===== src/rtl/core/gbalu_pkg.sv =====
// Package for the Game Boy CPU ALU: operation codes, field widths, DAA constants and the flag struct.
// Has no dependencies; used by gb_cpu_alu_flags and tb_top.
package gbalu_pkg;

	localparam int unsigned OP_W   = 5;
	localparam int unsigned WORD_W = 16;
	localparam int unsigned BYTE_W = 8;

	localparam logic [OP_W-1:0] OP_ADD   = 5'd0;
	localparam logic [OP_W-1:0] OP_ADC   = 5'd1;
	localparam logic [OP_W-1:0] OP_SUB   = 5'd2;
	localparam logic [OP_W-1:0] OP_SBC   = 5'd3;
	localparam logic [OP_W-1:0] OP_AND   = 5'd4;
	localparam logic [OP_W-1:0] OP_XOR   = 5'd5;
	localparam logic [OP_W-1:0] OP_OR    = 5'd6;
	localparam logic [OP_W-1:0] OP_CP    = 5'd7;
	localparam logic [OP_W-1:0] OP_INC   = 5'd8;
	localparam logic [OP_W-1:0] OP_DEC   = 5'd9;
	localparam logic [OP_W-1:0] OP_RLCA  = 5'd10;
	localparam logic [OP_W-1:0] OP_RRCA  = 5'd11;
	localparam logic [OP_W-1:0] OP_RLA   = 5'd12;
	localparam logic [OP_W-1:0] OP_RRA   = 5'd13;
	localparam logic [OP_W-1:0] OP_DAA   = 5'd14;
	localparam logic [OP_W-1:0] OP_CPL   = 5'd15;
	localparam logic [OP_W-1:0] OP_SCF   = 5'd16;
	localparam logic [OP_W-1:0] OP_CCF   = 5'd17;
	localparam logic [OP_W-1:0] OP_ADD16 = 5'd18;

	localparam logic [BYTE_W-1:0] DAA_HI_CORR = 8'h60;
	localparam logic [BYTE_W-1:0] DAA_LO_CORR = 8'h06;
	localparam logic [BYTE_W-1:0] DAA_HI_LIM  = 8'h99;
	localparam logic [3:0]        DAA_LO_LIM  = 4'd9;

	typedef struct packed {
		logic zero;
		logic subtract;
		logic half_carry;
		logic carry;
	} flags_t;

endpackage


===== src/rtl/core/gb_cpu_alu_flags.sv =====
// Game Boy CPU ALU with flag generation, input register and result register.
// Depends on gbalu_pkg for operation codes and the flag struct.
//
// Usage:
// The input channel (in_valid, in_stall) carries one operation per transaction:
// req_type, the operands a_value and b_value, and the incoming Z, N, H, C flags.
// The output channel (out_valid, out_stall) carries one result per transaction:
// result_value and the new flags. Eight-bit operations use the low operand bytes
// and return zero in the upper result byte; ADD16 uses all 16 bits. Unused
// operation codes pass a_value and the flags through unchanged.
// A transaction accepted into the input register moves on into the result register,
// where out_valid rises, once that register is free or the receiver takes its result.
// Throughput is one transaction per cycle while the receiver does not stall; the path
// between the two registers holds the byte, nibble and 16-bit adders plus selection.
// When the receiver stalls, the result register holds and the input register
// still fills, so one more transaction is taken before in_stall rises.
// Reset clears both valid flags; no results are pending after reset.
module gb_cpu_alu_flags
	import gbalu_pkg::*;
(
	input  logic              clk,
	input  logic              arst_n,
	input  logic              in_valid,
	output logic              in_stall,
	input  logic [OP_W-1:0]   req_type,
	input  logic [WORD_W-1:0] a_value,
	input  logic [WORD_W-1:0] b_value,
	input  logic              zero_in,
	input  logic              subtract_in,
	input  logic              half_carry_in,
	input  logic              carry_in,
	output logic              out_valid,
	input  logic              out_stall,
	output logic [WORD_W-1:0] result_value,
	output logic              zero_out,
	output logic              subtract_out,
	output logic              half_carry_out,
	output logic              carry_out
);

	logic              valid_s1;
	logic [OP_W-1:0]   op_s1;
	logic [WORD_W-1:0] a_s1;
	logic [WORD_W-1:0] b_s1;
	flags_t            flags_s1;

	logic              valid_s2;
	logic [WORD_W-1:0] res_s2;
	flags_t            flags_s2;

	logic adv_s2;
	logic adv_s1;

	logic [BYTE_W-1:0] a8;
	logic [BYTE_W-1:0] b8;
	logic              cin;
	logic [BYTE_W:0]   sum9;
	logic [4:0]        sum5;
	logic [BYTE_W:0]   dif9;
	logic [4:0]        dif5;
	logic [WORD_W:0]   sum17;
	logic [12:0]       sum13;
	logic [BYTE_W-1:0] daa_r1;
	logic [BYTE_W-1:0] daa_r;
	logic              daa_c;
	logic [WORD_W-1:0] res_c;
	flags_t            flags_c;

	assign adv_s2   = !valid_s2 || !out_stall;
	assign adv_s1   = !valid_s1 || adv_s2;
	assign in_stall = !adv_s1;

	always_ff @(posedge clk or negedge arst_n) begin
		if (!arst_n) begin
			valid_s1 <= 1'b0;
		end else if (adv_s1) begin
			valid_s1 <= in_valid;
		end
	end

	always_ff @(posedge clk) begin
		if (adv_s1 && in_valid) begin
			op_s1    <= req_type;
			a_s1     <= a_value;
			b_s1     <= b_value;
			flags_s1 <= '{zero: zero_in, subtract: subtract_in,
				half_carry: half_carry_in, carry: carry_in};
		end
	end

	assign a8  = a_s1[BYTE_W-1:0];
	assign b8  = b_s1[BYTE_W-1:0];
	assign cin = ((op_s1 == OP_ADC) || (op_s1 == OP_SBC)) ? flags_s1.carry : 1'b0;

	assign sum9  = {1'b0, a8} + {1'b0, b8} + {{BYTE_W{1'b0}}, cin};
	assign sum5  = {1'b0, a8[3:0]} + {1'b0, b8[3:0]} + {4'd0, cin};
	assign dif9  = {1'b0, a8} - {1'b0, b8} - {{BYTE_W{1'b0}}, cin};
	assign dif5  = {1'b0, a8[3:0]} - {1'b0, b8[3:0]} - {4'd0, cin};
	assign sum17 = {1'b0, a_s1} + {1'b0, b_s1};
	assign sum13 = {1'b0, a_s1[11:0]} + {1'b0, b_s1[11:0]};

	always_comb begin
		daa_c  = flags_s1.carry;
		daa_r1 = a8;
		daa_r  = a8;
		if (!flags_s1.subtract) begin
			if (flags_s1.carry || (a8 > DAA_HI_LIM)) begin
				daa_r1 = a8 + DAA_HI_CORR;
				daa_c  = 1'b1;
			end
			if (flags_s1.half_carry || (a8[3:0] > DAA_LO_LIM)) begin
				daa_r = daa_r1 + DAA_LO_CORR;
			end else begin
				daa_r = daa_r1;
			end
		end else begin
			if (flags_s1.carry) begin
				daa_r1 = a8 - DAA_HI_CORR;
			end
			if (flags_s1.half_carry) begin
				daa_r = daa_r1 - DAA_LO_CORR;
			end else begin
				daa_r = daa_r1;
			end
		end
	end

	always_comb begin
		res_c   = a_s1;
		flags_c = flags_s1;
		case (op_s1) inside
			OP_ADD, OP_ADC: begin
				res_c              = {8'd0, sum9[BYTE_W-1:0]};
				flags_c.zero       = (sum9[BYTE_W-1:0] == '0);
				flags_c.subtract   = 1'b0;
				flags_c.half_carry = sum5[4];
				flags_c.carry      = sum9[BYTE_W];
			end
			OP_SUB, OP_SBC, OP_CP: begin
				res_c              = (op_s1 == OP_CP) ? {8'd0, a8} : {8'd0, dif9[BYTE_W-1:0]};
				flags_c.zero       = (dif9[BYTE_W-1:0] == '0);
				flags_c.subtract   = 1'b1;
				flags_c.half_carry = dif5[4];
				flags_c.carry      = dif9[BYTE_W];
			end
			OP_AND: begin
				res_c   = {8'd0, a8 & b8};
				flags_c = '{zero: ((a8 & b8) == '0), subtract: 1'b0,
					half_carry: 1'b1, carry: 1'b0};
			end
			OP_XOR: begin
				res_c   = {8'd0, a8 ^ b8};
				flags_c = '{zero: ((a8 ^ b8) == '0), subtract: 1'b0,
					half_carry: 1'b0, carry: 1'b0};
			end
			OP_OR: begin
				res_c   = {8'd0, a8 | b8};
				flags_c = '{zero: ((a8 | b8) == '0), subtract: 1'b0,
					half_carry: 1'b0, carry: 1'b0};
			end
			OP_INC: begin
				res_c              = {8'd0, a8 + 8'd1};
				flags_c.zero       = (a8 == 8'hFF);
				flags_c.subtract   = 1'b0;
				flags_c.half_carry = (a8[3:0] == 4'hF);
			end
			OP_DEC: begin
				res_c              = {8'd0, a8 - 8'd1};
				flags_c.zero       = (a8 == 8'h01);
				flags_c.subtract   = 1'b1;
				flags_c.half_carry = (a8[3:0] == 4'h0);
			end
			OP_RLCA: begin
				res_c   = {8'd0, a8[6:0], a8[7]};
				flags_c = '{zero: 1'b0, subtract: 1'b0, half_carry: 1'b0, carry: a8[7]};
			end
			OP_RRCA: begin
				res_c   = {8'd0, a8[0], a8[7:1]};
				flags_c = '{zero: 1'b0, subtract: 1'b0, half_carry: 1'b0, carry: a8[0]};
			end
			OP_RLA: begin
				res_c   = {8'd0, a8[6:0], flags_s1.carry};
				flags_c = '{zero: 1'b0, subtract: 1'b0, half_carry: 1'b0, carry: a8[7]};
			end
			OP_RRA: begin
				res_c   = {8'd0, flags_s1.carry, a8[7:1]};
				flags_c = '{zero: 1'b0, subtract: 1'b0, half_carry: 1'b0, carry: a8[0]};
			end
			OP_DAA: begin
				res_c              = {8'd0, daa_r};
				flags_c.zero       = (daa_r == '0);
				flags_c.half_carry = 1'b0;
				flags_c.carry      = daa_c;
			end
			OP_CPL: begin
				res_c              = {8'd0, ~a8};
				flags_c.subtract   = 1'b1;
				flags_c.half_carry = 1'b1;
			end
			OP_SCF: begin
				res_c              = {8'd0, a8};
				flags_c.subtract   = 1'b0;
				flags_c.half_carry = 1'b0;
				flags_c.carry      = 1'b1;
			end
			OP_CCF: begin
				res_c              = {8'd0, a8};
				flags_c.subtract   = 1'b0;
				flags_c.half_carry = 1'b0;
				flags_c.carry      = !flags_s1.carry;
			end
			OP_ADD16: begin
				res_c              = sum17[WORD_W-1:0];
				flags_c.subtract   = 1'b0;
				flags_c.half_carry = sum13[12];
				flags_c.carry      = sum17[WORD_W];
			end
			default: begin
				res_c   = a_s1;
				flags_c = flags_s1;
			end
		endcase
	end

	always_ff @(posedge clk or negedge arst_n) begin
		if (!arst_n) begin
			valid_s2 <= 1'b0;
		end else if (adv_s2) begin
			valid_s2 <= valid_s1;
		end
	end

	always_ff @(posedge clk) begin
		if (adv_s2 && valid_s1) begin
			res_s2   <= res_c;
			flags_s2 <= flags_c;
		end
	end

	assign out_valid      = valid_s2;
	assign result_value   = res_s2;
	assign zero_out       = flags_s2.zero;
	assign subtract_out   = flags_s2.subtract;
	assign half_carry_out = flags_s2.half_carry;
	assign carry_out      = flags_s2.carry;

	a_stall_cause: assert property (@(posedge clk) disable iff (!arst_n)
		in_stall |-> (valid_s1 && out_valid && out_stall))
		else $error("Input stalled without a blocked result.");

	a_accept_fills: assert property (@(posedge clk) disable iff (!arst_n)
		(in_valid && !in_stall) |=> valid_s1)
		else $error("Accepted transaction did not reach the input register.");

	a_moves_on: assert property (@(posedge clk) disable iff (!arst_n)
		(valid_s1 && adv_s2) |=> out_valid)
		else $error("Input register content was dropped.");

	a_byte_ops: assert property (@(posedge clk) disable iff (!arst_n)
		(valid_s1 && adv_s2 && (op_s1 <= OP_CCF)) |=> (result_value[15:8] == 8'd0))
		else $error("Eight-bit operation produced a nonzero upper byte.");

endmodule


===== config.mk =====
export PLATFORM = sky130hd
export DESIGN_NAME = gb_cpu_alu_flags
export DESIGN_NICKNAME = d
export VERILOG_FILES = /design/src/rtl/core/gbalu_pkg.sv /design/src/rtl/core/gb_cpu_alu_flags.sv
export SDC_FILE = /design/constraint.sdc
export NUM_CORES = 1
export LEC_CHECK = 0
export ABC_AREA = 1
export BUFFER_PORTS_ARGS = -buffer_cell sky130_fd_sc_hd__buf_4
export CAP_MARGIN = 20
export CORE_AREA = 3 3 95 119
export DETAILED_ROUTE_END_ITERATION = 6
export DIE_AREA = 0 0 98 122
export PLACE_DENSITY = 0.8
export SLEW_MARGIN = 20
export SYNTH_ARGS = -nofsm -noshare
export SYNTH_HDL_FRONTEND = slang
export SYNTH_SLANG_ARGS = --single-unit

===== constraint.sdc =====
create_clock -name clk -period 7.35 [get_ports clk]
set_input_delay 1.1025 -clock clk [delete_from_list [all_inputs] [get_ports clk]]
set_output_delay 1.1025 -clock clk [all_outputs]
set_load 0.01 [all_outputs]

==> results of run 1 <==
==> per-layer routing <==
metal  part of all wire (%)  global-route usage, %  wire length (µm)
met1                     37                   43.2              7600
met2                     46                   55.5              9270
met3                     11                   6.41              2280
met4                    5.9                   17.2              1190
met5                      0                      0                 0
==> registers in the layout (all words and copies together) (netlist names) <==
| register | count |
|---|---|
| half_carry_out | 1 |
| out_valid | 1 |
| a_s1 | 16 |
| carry_out | 1 |
| b_s1 | 16 |
| flags_s1 | 4 |
| subtract_out | 1 |
| valid_s1 | 1 |
| zero_out | 1 |
| op_s1 | 5 |
| result_value | 16 |
==> per-stage QoR <==
step	setup slack (ns)	total power (µW)	cells
6_report	3.43	1430	1037
3_5_place_dp	3.55	900	1021
3_3_place_gp	3.66	893	1021
2_1_floorplan	4.14	759	846
4_1_cts	3.50	1410	1037
5_1_grt	3.13	1490	1037
==> final timing paths <==
check | end | slack [ns] | depth (start not counted) | startpoint
setup / recovery | result_value[15]$_SDFFCE_PP0P_ | 3.43 | 20 | a_s1[1]$_DFFE_PP_
hold / removal | out_valid$_DFFE_PN0P_ | 0.48 | 2 | valid_s1$_DFFE_PN0N_
setup reg to reg | result_value[15]$_SDFFCE_PP0P_ | 3.43 | 20 | a_s1[1]$_DFFE_PP_
hold reg to reg | out_valid$_DFFE_PN0P_ | 0.48 | 2 | valid_s1$_DFFE_PN0N_
max in group asynchronous | out_valid$_DFFE_PN0P_ | 6.73 | 1 | arst_n
min in group asynchronous | valid_s1$_DFFE_PN0N_ | 0.53 | 1 | arst_n
==> layout by cell type, fill, tap and decap left out, types with 11 or more instances in the layout <==
| cell type | n |
|---|---|
| xor2_1 | 25 |
| o21ai_0 | 68 |
| a21oi_1 | 81 |
| edfxtp_1 | 61 |
| nor2_1 | 88 |
| nand2_1 | 182 |
| o21ai_1 | 14 |
| buf_4 | 72 |
| inv_1 | 101 |
| ha_1 | 46 |
| nor3_1 | 11 |
| nand3_1 | 42 |
==> worst max-delay path, stage by stage, from the launching register on <==
cell      delay, ns
edfxtp_1       0.32
buf_4          0.24
clkinv_1       0.65
ha_1           0.67
nand2_1        0.13
o21ai_1        0.23
nand2_1        0.07
nand2_1        0.11
nand3_1        0.08
nand2_1        0.11
nand3_1        0.07
nand2_1        0.11
nand3_1        0.10
nand2_1        0.12
a21oi_1        0.10
nor2_1         0.13
nor2_1         0.07
nand2_1        0.06
nand2_1        0.05
o221ai_1       0.17
inv_1          0.07
==> layout make-up <==
class | count | area (µm²)
Tap cell | 129 | 161
Inverter | 115 | 437
Timing Repair Buffer | 72 | 541
Multi-Input combinational cell | 642 | 3620
Clock inverter | 7 | 128
Sequential cell | 63 | 1880
Clock buffer | 9 | 225
Fill cell | 847 | 3220
==> kinds of logic after synthesis <==
family | Yosys count
and+or+nand+nor | 362
AOI/OAI and AO/OA | 198
buffers and inverters | 141
DFF | 63
adders and majority gates | 51
xor gates and xnor gates | 31
==> power by group through the flow <==
stage | Clock (µW) | Sequential (µW) | Combinational, µW
5_1_grt | 533 | 473 | 482
3_3_place_gp | 0 | 475 | 418
2_1_floorplan | 0 | 472 | 287
4_1_cts | 518 | 470 | 427
6_report | 516 | 471 | 441
3_5_place_dp | 0 | 477 | 423
==> out/results.tsv, run 1 <==
metric	value	unit
Relative slew margins	37.6	%
setup tns final	0	ns
Yosys top cell area share	30.1	%
Port Buf Inserts	66	
worst-path fanout max	14	
DP Wirelength	15.0	mm
ANT nets after route	0	
crit start category	register	
Min Clock Period, post-route	3.92	ns
syn_area_per_cell	7.19	µm²
die span in y	122	µm
via count	6432	
status	finished, final reports clean	
DR vias/cell	6.20	
Ys Warns	0	
Post-CTS Resized	0	
initial core utilization	59.6	%
placer's final routability congestion estimate	1.05	
CTS Sinks	63	
post-synthesis mux area share	0	%
xor-xnor portion of the synthesized cell area	4.46	%
Root Buffer	clkbuf_16	
first-pass GRT wire length	31.5	mm
adder-cell share of the synthesized area	11.1	%
largest area contributor in the netlist	edfxtp_1	
ys flop type	edfxtp_1	
Tightest Pin Transition	0.933	ns
DRC violations left	0	
largest net degree at the start of global routing	42	
clock buffer depth	2	
VDD IR max	0.238	mV
vias in the first global route	5947	
GRT Util Overall	34.0	%
Rows	41	
final count of pins violating max slew	0	
count of final setup violators	0	
Distinct cells, synth	47	
grt ovf	0	
Gate power share	30.9	%
Layout Nets	999	
Synth area leaders	edfxtp_1 (30%), nand2_1 (11%), ha_1 (9.5%), a21oi_1 (6.7%), inv_1 (6.2%)	
Clk pin slew, worst setup/hold paths	0.06	ns
Static Leakage	0.00317	µW
Synth Area in Simple Gates	26.1	%
Num CTS Buffers	9	
Post-Route WL	20.3	mm
initial antenna violation count	0	
syn_nets	942	
largest family of logic cells by synthesized area	simple AND/OR/NAND/NOR gates	
internal power	934	µW
RSZ-0062 raised after global routing	no	
worst skew pair latency	0.34	ns
drt pass-1 iters	6	
Syn Inst Count	846	
Post-synth top cells	nand2_1 (182), inv_1 (101), nor2_1 (88)	
Non-Filler Cell Area, Final	6990	µm²
min-delay worst type	register to register	
Crit Path Class	register to register	
Worst EP required	7.44	ns
flop and latch count out of synthesis	63	
Die W	98	µm
worst hold slack	0.483	ns
final hold vios	0	
Sw Share	34.6	%
sequential share of the synthesized area	30.9	%
FFs w/ async S/R, synth	3.17	%
CTS Hold Buffers Added	0	
Inserted Diodes	0	
Routed WL per cell	19.6	µm
DP Area	6640	µm²
sequential share of power	33.0	%
Final Skew	0.0104	ns
CTS tree	built	
fin util	68.5	%
Critical Path AT	4.01	ns
I/O pins	67	
Starting DRT DRC Count	833	
fmax	0.255	GHz
synthesized cell area	6080	µm²
Clock power frac	36.1	%
Psw	494	µW
H-tree Lvls	3	
Die Footprint	12000	µm²
endpoint class of the critical path	register	
ratio of cells with drive above 1 in the final layout	13.4	%
Layout area overhead	15.0	%
pwr dens	204	nW/µm²
postcts setup bufs	0	
most numerous cell in the Yosys netlist	nand2_1	
post-synthesis compound-gate area fraction	17.8	%
Max-Cap Viols	0	
Core Area	10200	µm²
final period utilization	53.4	%
Post-synth EDFFs	61	
(Power assumes the default switching activity.)
==> inputs of run 2 (changes only) <==
--- a/config.mk
+++ b/config.mk
@@ -5,13 +5,13 @@
 export SDC_FILE = /design/constraint.sdc
 export NUM_CORES = 1
 export LEC_CHECK = 0
-export ABC_AREA = 1
+export ABC_AREA = 0
 export BUFFER_PORTS_ARGS = -buffer_cell sky130_fd_sc_hd__buf_4
 export CAP_MARGIN = 20
-export CORE_AREA = 3 3 95 119
+export CORE_AREA = 3 3 101 127
 export DETAILED_ROUTE_END_ITERATION = 6
-export DIE_AREA = 0 0 98 122
-export PLACE_DENSITY = 0.8
+export DIE_AREA = 0 0 104 130
+export PLACE_DENSITY = 0.77
 export SLEW_MARGIN = 20
 export SYNTH_ARGS = -nofsm -noshare
 export SYNTH_HDL_FRONTEND = slang
==> constraint.sdc (replaced) <==
create_clock -name clk -period 3.4 [get_ports clk]
set_input_delay 0.51 -clock clk [delete_from_list [all_inputs] [get_ports clk]]
set_output_delay 0.51 -clock clk [all_outputs]
set_load 0.01 [all_outputs]
==> out/results.tsv, run 2 <==
metric	value	unit	change
met3 Use GR	7.17	%	was 6.41%
Clk pin slew, worst setup/hold paths	0.06	ns	about the same
worst skew pair latency	0.34	ns	about the same
Rows	44		was 41
Die Footprint	13500	µm²	was 12000 µm²
I/O pins	67		unchanged
Post-synth top cells	nor2_1 (71), edfxtp_1 (61), nand2_1 (53), o21ai_0 (53), a21oi_1 (51)		was nand2_1 (182), inv_1 (101), nor2_1 (88)
DRC violations left	1		was 0
setup tns final	0	ns	unchanged
pwr dens	387	nW/µm²	was 204 nW/µm²
sequential share of the synthesized area	29.5	%	was 30.9%
ratio of cells with drive above 1 in the final layout	19.1	%	was 13.4%
Ys Warns	0		unchanged
Starting DRT DRC Count	850		was 833
Synth area leaders	edfxtp_1 (29%), ha_1 (9.0%), nor2_1 (4.2%), o21ai_0 (4.2%), a21oi_1 (4.0%)		was edfxtp_1 (30%), nand2_1 (11%), ha_1 (9.5%), a21oi_1 (6.7%), inv_1 (6.2%)
GR Util met2	61.7	%	was 55.5%
largest area contributor in the netlist	edfxtp_1		unchanged
Max-Cap Viols	0		unchanged
FILL cells	976		was 847
FFs w/ async S/R, synth	3.17	%	unchanged
Worst R2R End	zero_out$_DFFE_PP_		was result_value[15]$_SDFFCE_PP0P_
DR vias/cell	6.94		was 6.20
Port Buf Inserts	66		unchanged
reg2reg setup slack	0.09	ns	was 3.43 ns
Tightest Pin Transition	0.996	ns	was 0.933 ns
Inserted Diodes	0		unchanged
Post-Place Setup Slack	0.117	ns	was 3.55 ns
cells on worst reg2reg path	12		was 20
ys flop type	edfxtp_1		unchanged
hold path endpoint	op_s1[1]$_DFFE_PP_		was out_valid$_DFFE_PN0P_
Final Skew	0.00616	ns	was 0.0104 ns
min-delay worst type	input pin to register		was register to register
GR met1 Demand/Resource	44.5	%	was 43.2%
Post-synth EDFFs	61		unchanged
Yosys top cell area share	28.7	%	was 30.1%
via count	6928		was 6432
DP Wirelength	19.4	mm	was 15.0 mm
H-tree Lvls	3		unchanged
synthesized cell area	6380	µm²	was 6080 µm²
largest net degree at the start of global routing	42		unchanged
Syn Inst Count	753		was 846
Root Buffer	clkbuf_16		unchanged
first-pass GRT wire length	38.7	mm	was 31.5 mm
most frequent cells in the layout	buf_4 (120), nor2_1 (70), edfxtp_1 (61)		was nand2_1 (182), inv_1 (101), nor2_1 (88)
die span in y	130	µm	was 122 µm
endpoint class of the critical path	register		unchanged
Layout area overhead	18.3	%	was 15.0%
Min Clock Period, post-route	3.31	ns	was 3.92 ns
commonest non-fill, non-tap cell in the layout	buf_4		was nand2_1
VDD IR max	0.328	mV	was 0.238 mV
HP Start	req_type[1]		was valid_s1$_DFFE_PN0N_
syn_nets	849		was 942
Distinct cells, synth	84		was 47
Static Leakage	0.00295	µW	was 0.00317 µW
Final WS setup	0.0922	ns	was 3.43 ns
Layout Nets	928		was 999
Worst EP required	3.50	ns	was 7.44 ns
ANT nets after route	0		unchanged
status	finished with violations		was finished, final reports clean
Routed WL per cell	26.0	µm	was 19.6 µm
CTS Sinks	63		unchanged
final period utilization	97.3	%	was 53.4%
grt ovf	0		unchanged
Core Area	11700	µm²	was 10200 µm²
clock buffer depth	2		unchanged
syn_area_per_cell	8.47	µm²	was 7.19 µm²
Crit Path Class	register to register		unchanged
Post-Route WL	25.9	mm	was 20.3 mm
Critical Path AT	3.40	ns	was 4.01 ns
grt peak-use layer	met2		unchanged
CTS tree	built		unchanged
Relative slew margins	33.6	%	was 37.6%
Worst Hold Path Cells	1		was 2
crit start category	register		unchanged
flop and latch count out of synthesis	63		unchanged
vias in the first global route	6698		was 5947
final hold vios	0		unchanged
Reg-to-Reg Start	a_s1[0]$_DFFE_PP_		was a_s1[1]$_DFFE_PP_
most numerous cell in the Yosys netlist	nor2_1		was nand2_1
count of final setup violators	0		unchanged
Die W	104	µm	was 98 µm
placer's final routability congestion estimate	1.09		was 1.05
fmax	0.302	GHz	was 0.255 GHz
drt pass-1 iters	7		was 6
initial core utilization	54.7	%	was 59.6%
final count of pins violating max slew	0		unchanged
GRT Util Overall	37.6	%	was 34.0%
worst-path fanout max	6		was 14
Num CTS Buffers	9		unchanged
failing checks	DRC		
initial antenna violation count	0		unchanged
==> run 2: cell count changes in the layout (fill, tap and decap cells not counted), moves of 18 or more <==
cell,change
a21oi_1,-30
buf_4,+48
inv_1,-68
nand2_1,-129
nand3_1,-24
nor2_1,-18
xnor2_1,+23
==> run 2: per-layer routing <==
metal  routed length, µm  vias up  part of all wire (%)
li1                    -     2996                     -
met1                9140     3220                    35
met2               11900      570                    46
met3                2830      142                    11
met4                2050        0                   7.9
met5                   0        -                     0
==> run 2: kinds of logic after synthesis <==
logic type,share of synthesized area (%)
compound gates,26.6
simple gates,20.6
buf+inv,5.98
flops,29.5
fa+ha+maj,10.6
xor+xnor,5.88
mux,0.824
==> run 2: per-stage QoR <==
step / hold slack (ns) / total power [µW] / area [µm²] / util (%) / std cells
final: 0.338 / 2920 / 7540 / 64.6 / 998
after detailed placement: 0.295 / 1980 / 7240 / 62.0 / 981
after global routing: 0.333 / 3000 / 7540 / 64.6 / 998
after global placement: 0.292 / 1960 / 7240 / 62.0 / 981
after floorplan: 0.214 / 1610 / 6380 / - / 753
after CTS: 0.331 / 2880 / 7530 / 64.5 / 998
==> run 2: critical path, stage by stage, from the launching register on <==
cell and delay (ns):
edfxtp_1 0.47, inv_1 0.12, buf_4 0.19, fa_1 0.44, inv_1 0.10, fa_1 0.22, o21ai_0 0.13, a211oi_1 0.45
xor2_1 0.37, nor2_1 0.11, nand4b_1 0.15, o211ai_1 0.10, a31o_1 0.20
==> run 2: cell type report <==
class	count	area [µm²]	share of cell area, %
Clock buffer	9	225	2.99
Clock inverter	7	53.8	0.713
Inverter	36	135	1.79
Multi-Input combinational cell	601	4140	54.8
Sequential cell	63	1880	24.9
Tap cell	161	201	2.67
Timing Repair Buffer	121	911	12.1
==> run 2: worst max path at each step <==
stage,start,to,slack (ns),depth (start not counted)
after floorplan,op_s1[4]$_DFFE_PP_,result_value[5]$_DFFE_PP_,0.03,15
after global placement,op_s1[3]$_DFFE_PP_,result_value[4]$_DFFE_PP_,0.19,12
after detailed placement,op_s1[3]$_DFFE_PP_,result_value[4]$_DFFE_PP_,0.12,12
after CTS,op_s1[3]$_DFFE_PP_,result_value[4]$_DFFE_PP_,0.1,12
after global routing,op_s1[0]$_DFFE_PP_,result_value[5]$_DFFE_PP_,-0.003,13
final,a_s1[0]$_DFFE_PP_,zero_out$_DFFE_PP_,0.09,12
==> run 2: power breakdown <==
part | internal [µW] | total, µW | leakage [µW] | switching, µW
clock network | 500 | 898 | 0.000129 | 398
logic | 404 | 1040 | 0.00221 | 639
registers | 933 | 976 | 0.000610 | 42.5
total | 1840 | 2920 | 0.00295 | 1080
==> run 2: repair_timing <==
item,in CTS,in global routing
resized for setup,0,3
endpoints found under the hold margin,2,0
hold buffers,1,0
endpoints found under the setup margin,0,2
setup buffers,0,0
==> inputs of run 3 (changes only) <==
--- a/config.mk
+++ b/config.mk
@@ -12,6 +12,7 @@
 export DETAILED_ROUTE_END_ITERATION = 6
 export DIE_AREA = 0 0 104 130
 export PLACE_DENSITY = 0.77
+export RECOVER_POWER = 100
 export SLEW_MARGIN = 20
 export SYNTH_ARGS = -nofsm -noshare
 export SYNTH_HDL_FRONTEND = slang
==> out/results.tsv, run 3 (synthesis gave the netlist of run 2 again) <==
metric	value	unit	change
final count of pins violating max slew	42		was 0
ratio of cells with drive above 1 in the final layout	15.5	%	was 19.1%
CP Cell Sequence	inv_1 > buf_4 > fa_1 > inv_1 > fa_1 > o21ai_0 > a211oi_1 > xor2_1 > nor2_1 > nand4b_1 > o211ai_1 > a31o_1		unchanged
Layout Nets	928		unchanged
CTS tree	built		unchanged
crit start category	register		unchanged
Inserted Diodes	0		unchanged
Worst EP required	3.49	ns	was 3.50 ns
critical path depth	12		unchanged
Critical Path AT	3.42	ns	was 3.40 ns
Min Clock Period, post-route	3.32	ns	was 3.31 ns
cells on worst reg2reg path	12		unchanged
FILL cells	1020		was 976
count of final setup violators	0		unchanged
Static Leakage	0.00284	µW	was 0.00295 µW
drt pass-1 iters	7		unchanged
CP Buf/Inv Count	3		unchanged
H-tree Lvls	3		unchanged
Layout area overhead	16.5	%	was 18.3%
Root Buffer	clkbuf_16		unchanged
Core Area	11700	µm²	unchanged
Max-Cap Viols	1		was 0
worst-path fanout max	6		unchanged
Psw	1080	µW	about the same
placer's final routability congestion estimate	1.09		unchanged
worst hold slack	0.357	ns	was 0.338 ns
failing checks	DRC, capacitance limit, slew limit		was DRC
ANT nets after route	0		unchanged
Worst Hold Path Cells	1		unchanged
placed cell count	981		unchanged
endpoint class of the critical path	register		unchanged
via count	7018		was 6928
sequential share of power	33.8	%	was 33.4%
final period utilization	97.7	%	was 97.3%
GRT Util Overall	37.6	%	unchanged
Final WS setup	0.0787	ns	was 0.0922 ns
initial antenna violation count	0		unchanged
Die Footprint	13500	µm²	unchanged
clock buffer depth	2		unchanged
first-pass GRT wire length	38.7	mm	unchanged
Clk pin slew, worst setup/hold paths	0.06	ns	about the same
Final Skew	0.00748	ns	was 0.00616 ns
Post-Place Setup Slack	0.117	ns	unchanged
initial core utilization	54.7	%	unchanged
multi-input logic area	4130	µm²	was 4140 µm²
crit path max-delay cell type	edfxtp_1		unchanged
fin cells	998		unchanged
Gate power share	35.1	%	was 35.8%
largest net degree at the start of global routing	42		unchanged
Relative slew margins	-26.1	%	was 33.6%
Num CTS Buffers	9		unchanged
status	finished with violations		unchanged
Rows	44		unchanged
commonest non-fill, non-tap cell in the layout	nor2_1		was buf_4
Sw Share	37.4	%	was 37.0%
CTS Sinks	63		unchanged
fin util	63.7	%	was 64.6%
register area	1880	µm²	unchanged
Tightest Pin Transition	1.89	ns	was 0.996 ns
fmax	0.301	GHz	was 0.302 GHz
Starting DRT DRC Count	979		was 850
pwr dens	389	nW/µm²	was 387 nW/µm²
most frequent cells in the layout	nor2_1 (70), edfxtp_1 (61), o21ai_0 (56)		was buf_4 (120), nor2_1 (70), edfxtp_1 (61)
Routed WL per cell	26.1	µm	was 26.0 µm
min-delay worst type	input pin to register		unchanged
VDD IR max	0.325	mV	was 0.328 mV
DR vias/cell	7.03		was 6.94
die span in y	130	µm	unchanged
Port Buf Inserts	66		unchanged
Crit path largest cell delay	0.47	ns	about the same
final hold vios	0		unchanged
Crit Path Class	register to register		unchanged
DRC violations left	12		was 1
internal power	1810	µW	was 1840 µW
family with the most delay on the worst path	compound AO/OA/AOI/OAI gates		unchanged
I/O pins	67		unchanged
worst skew pair latency	0.35	ns	was 0.34 ns
vias in the first global route	6698		unchanged
Post-Route WL	26.1	mm	was 25.9 mm
DP Wirelength	19.4	mm	unchanged
Die W	104	µm	unchanged
grt ovf	0		unchanged
Clock power frac	31.0	%	was 30.8%
run 3: cell types whose count changed in the layout (fill, tap and decap cells not counted), sizes merged:
cell | previous run | this run
clkbuf | 9 | 77
buf | 120 | 52
run 3: path summary, 6_finish.rpt:
path / slack (ns) / end / startpoint
max: 0.08 / zero_out$_DFFE_PP_ / a_s1[0]$_DFFE_PP_
min: 0.36 / op_s1[1]$_DFFE_PP_ / req_type[1]
max reg2reg: 0.08 / zero_out$_DFFE_PP_ / a_s1[0]$_DFFE_PP_
min reg2reg: 0.49 / out_valid$_DFFE_PN0P_ / valid_s1$_DFFE_PN0N_
max in group asynchronous: 2.77 / out_valid$_DFFE_PN0P_ / arst_n
min in group asynchronous: 0.50 / valid_s1$_DFFE_PN0N_ / arst_n
run 3: power groups by stage:
stage	clock (µW)	sequential (µW)	combinational [µW]
after floorplan	0	989	623
after CTS	903	974	1000
final	897	977	1020
after global placement	0	987	969
after global routing	922	981	1070
after detailed placement	0	990	991
run 3: final cells by class:
class	instances	share of cell area [%]
Inverter	36	1.82
Tap cell	161	2.71
Sequential cell	63	25.3
Clock inverter	7	0.724
Clock buffer	9	3.03
Timing Repair Buffer	121	10.9
Multi-Input combinational cell	601	55.5
run 3: what timing repair did:
item,CTS,global route
gates resized for setup,0,3
hold buffers,1,0
endpoints found under the setup margin,0,2
hold endpoints to repair,2,0
buffers inserted,0,0
run 3: metal layers:
| metal | share of wire (%) | wire length (µm) | up-vias | GRT usage [%] |
|---|---|---|---|---|
| li1 | - | - | 3001 | - |
| met1 | 35 | 9100 | 3228 | 44.5 |
| met2 | 46 | 12000 | 620 | 61.7 |
| met3 | 11 | 2870 | 169 | 7.17 |
| met4 | 8.2 | 2130 | 0 | 27.3 |
| met5 | 0 | 0 | - | 0 |
run 3: per-stage QoR:
stage               instance area (µm²)  setup TNS (ns)  total power (µW)
detailed placement                 7240               0              1980
finish                             7430               0              2890
CTS                                7530               0              2880
global route                       7430        -0.00252              2970
global placement                   7240               0              1960
floorplan                          6380               0              1610
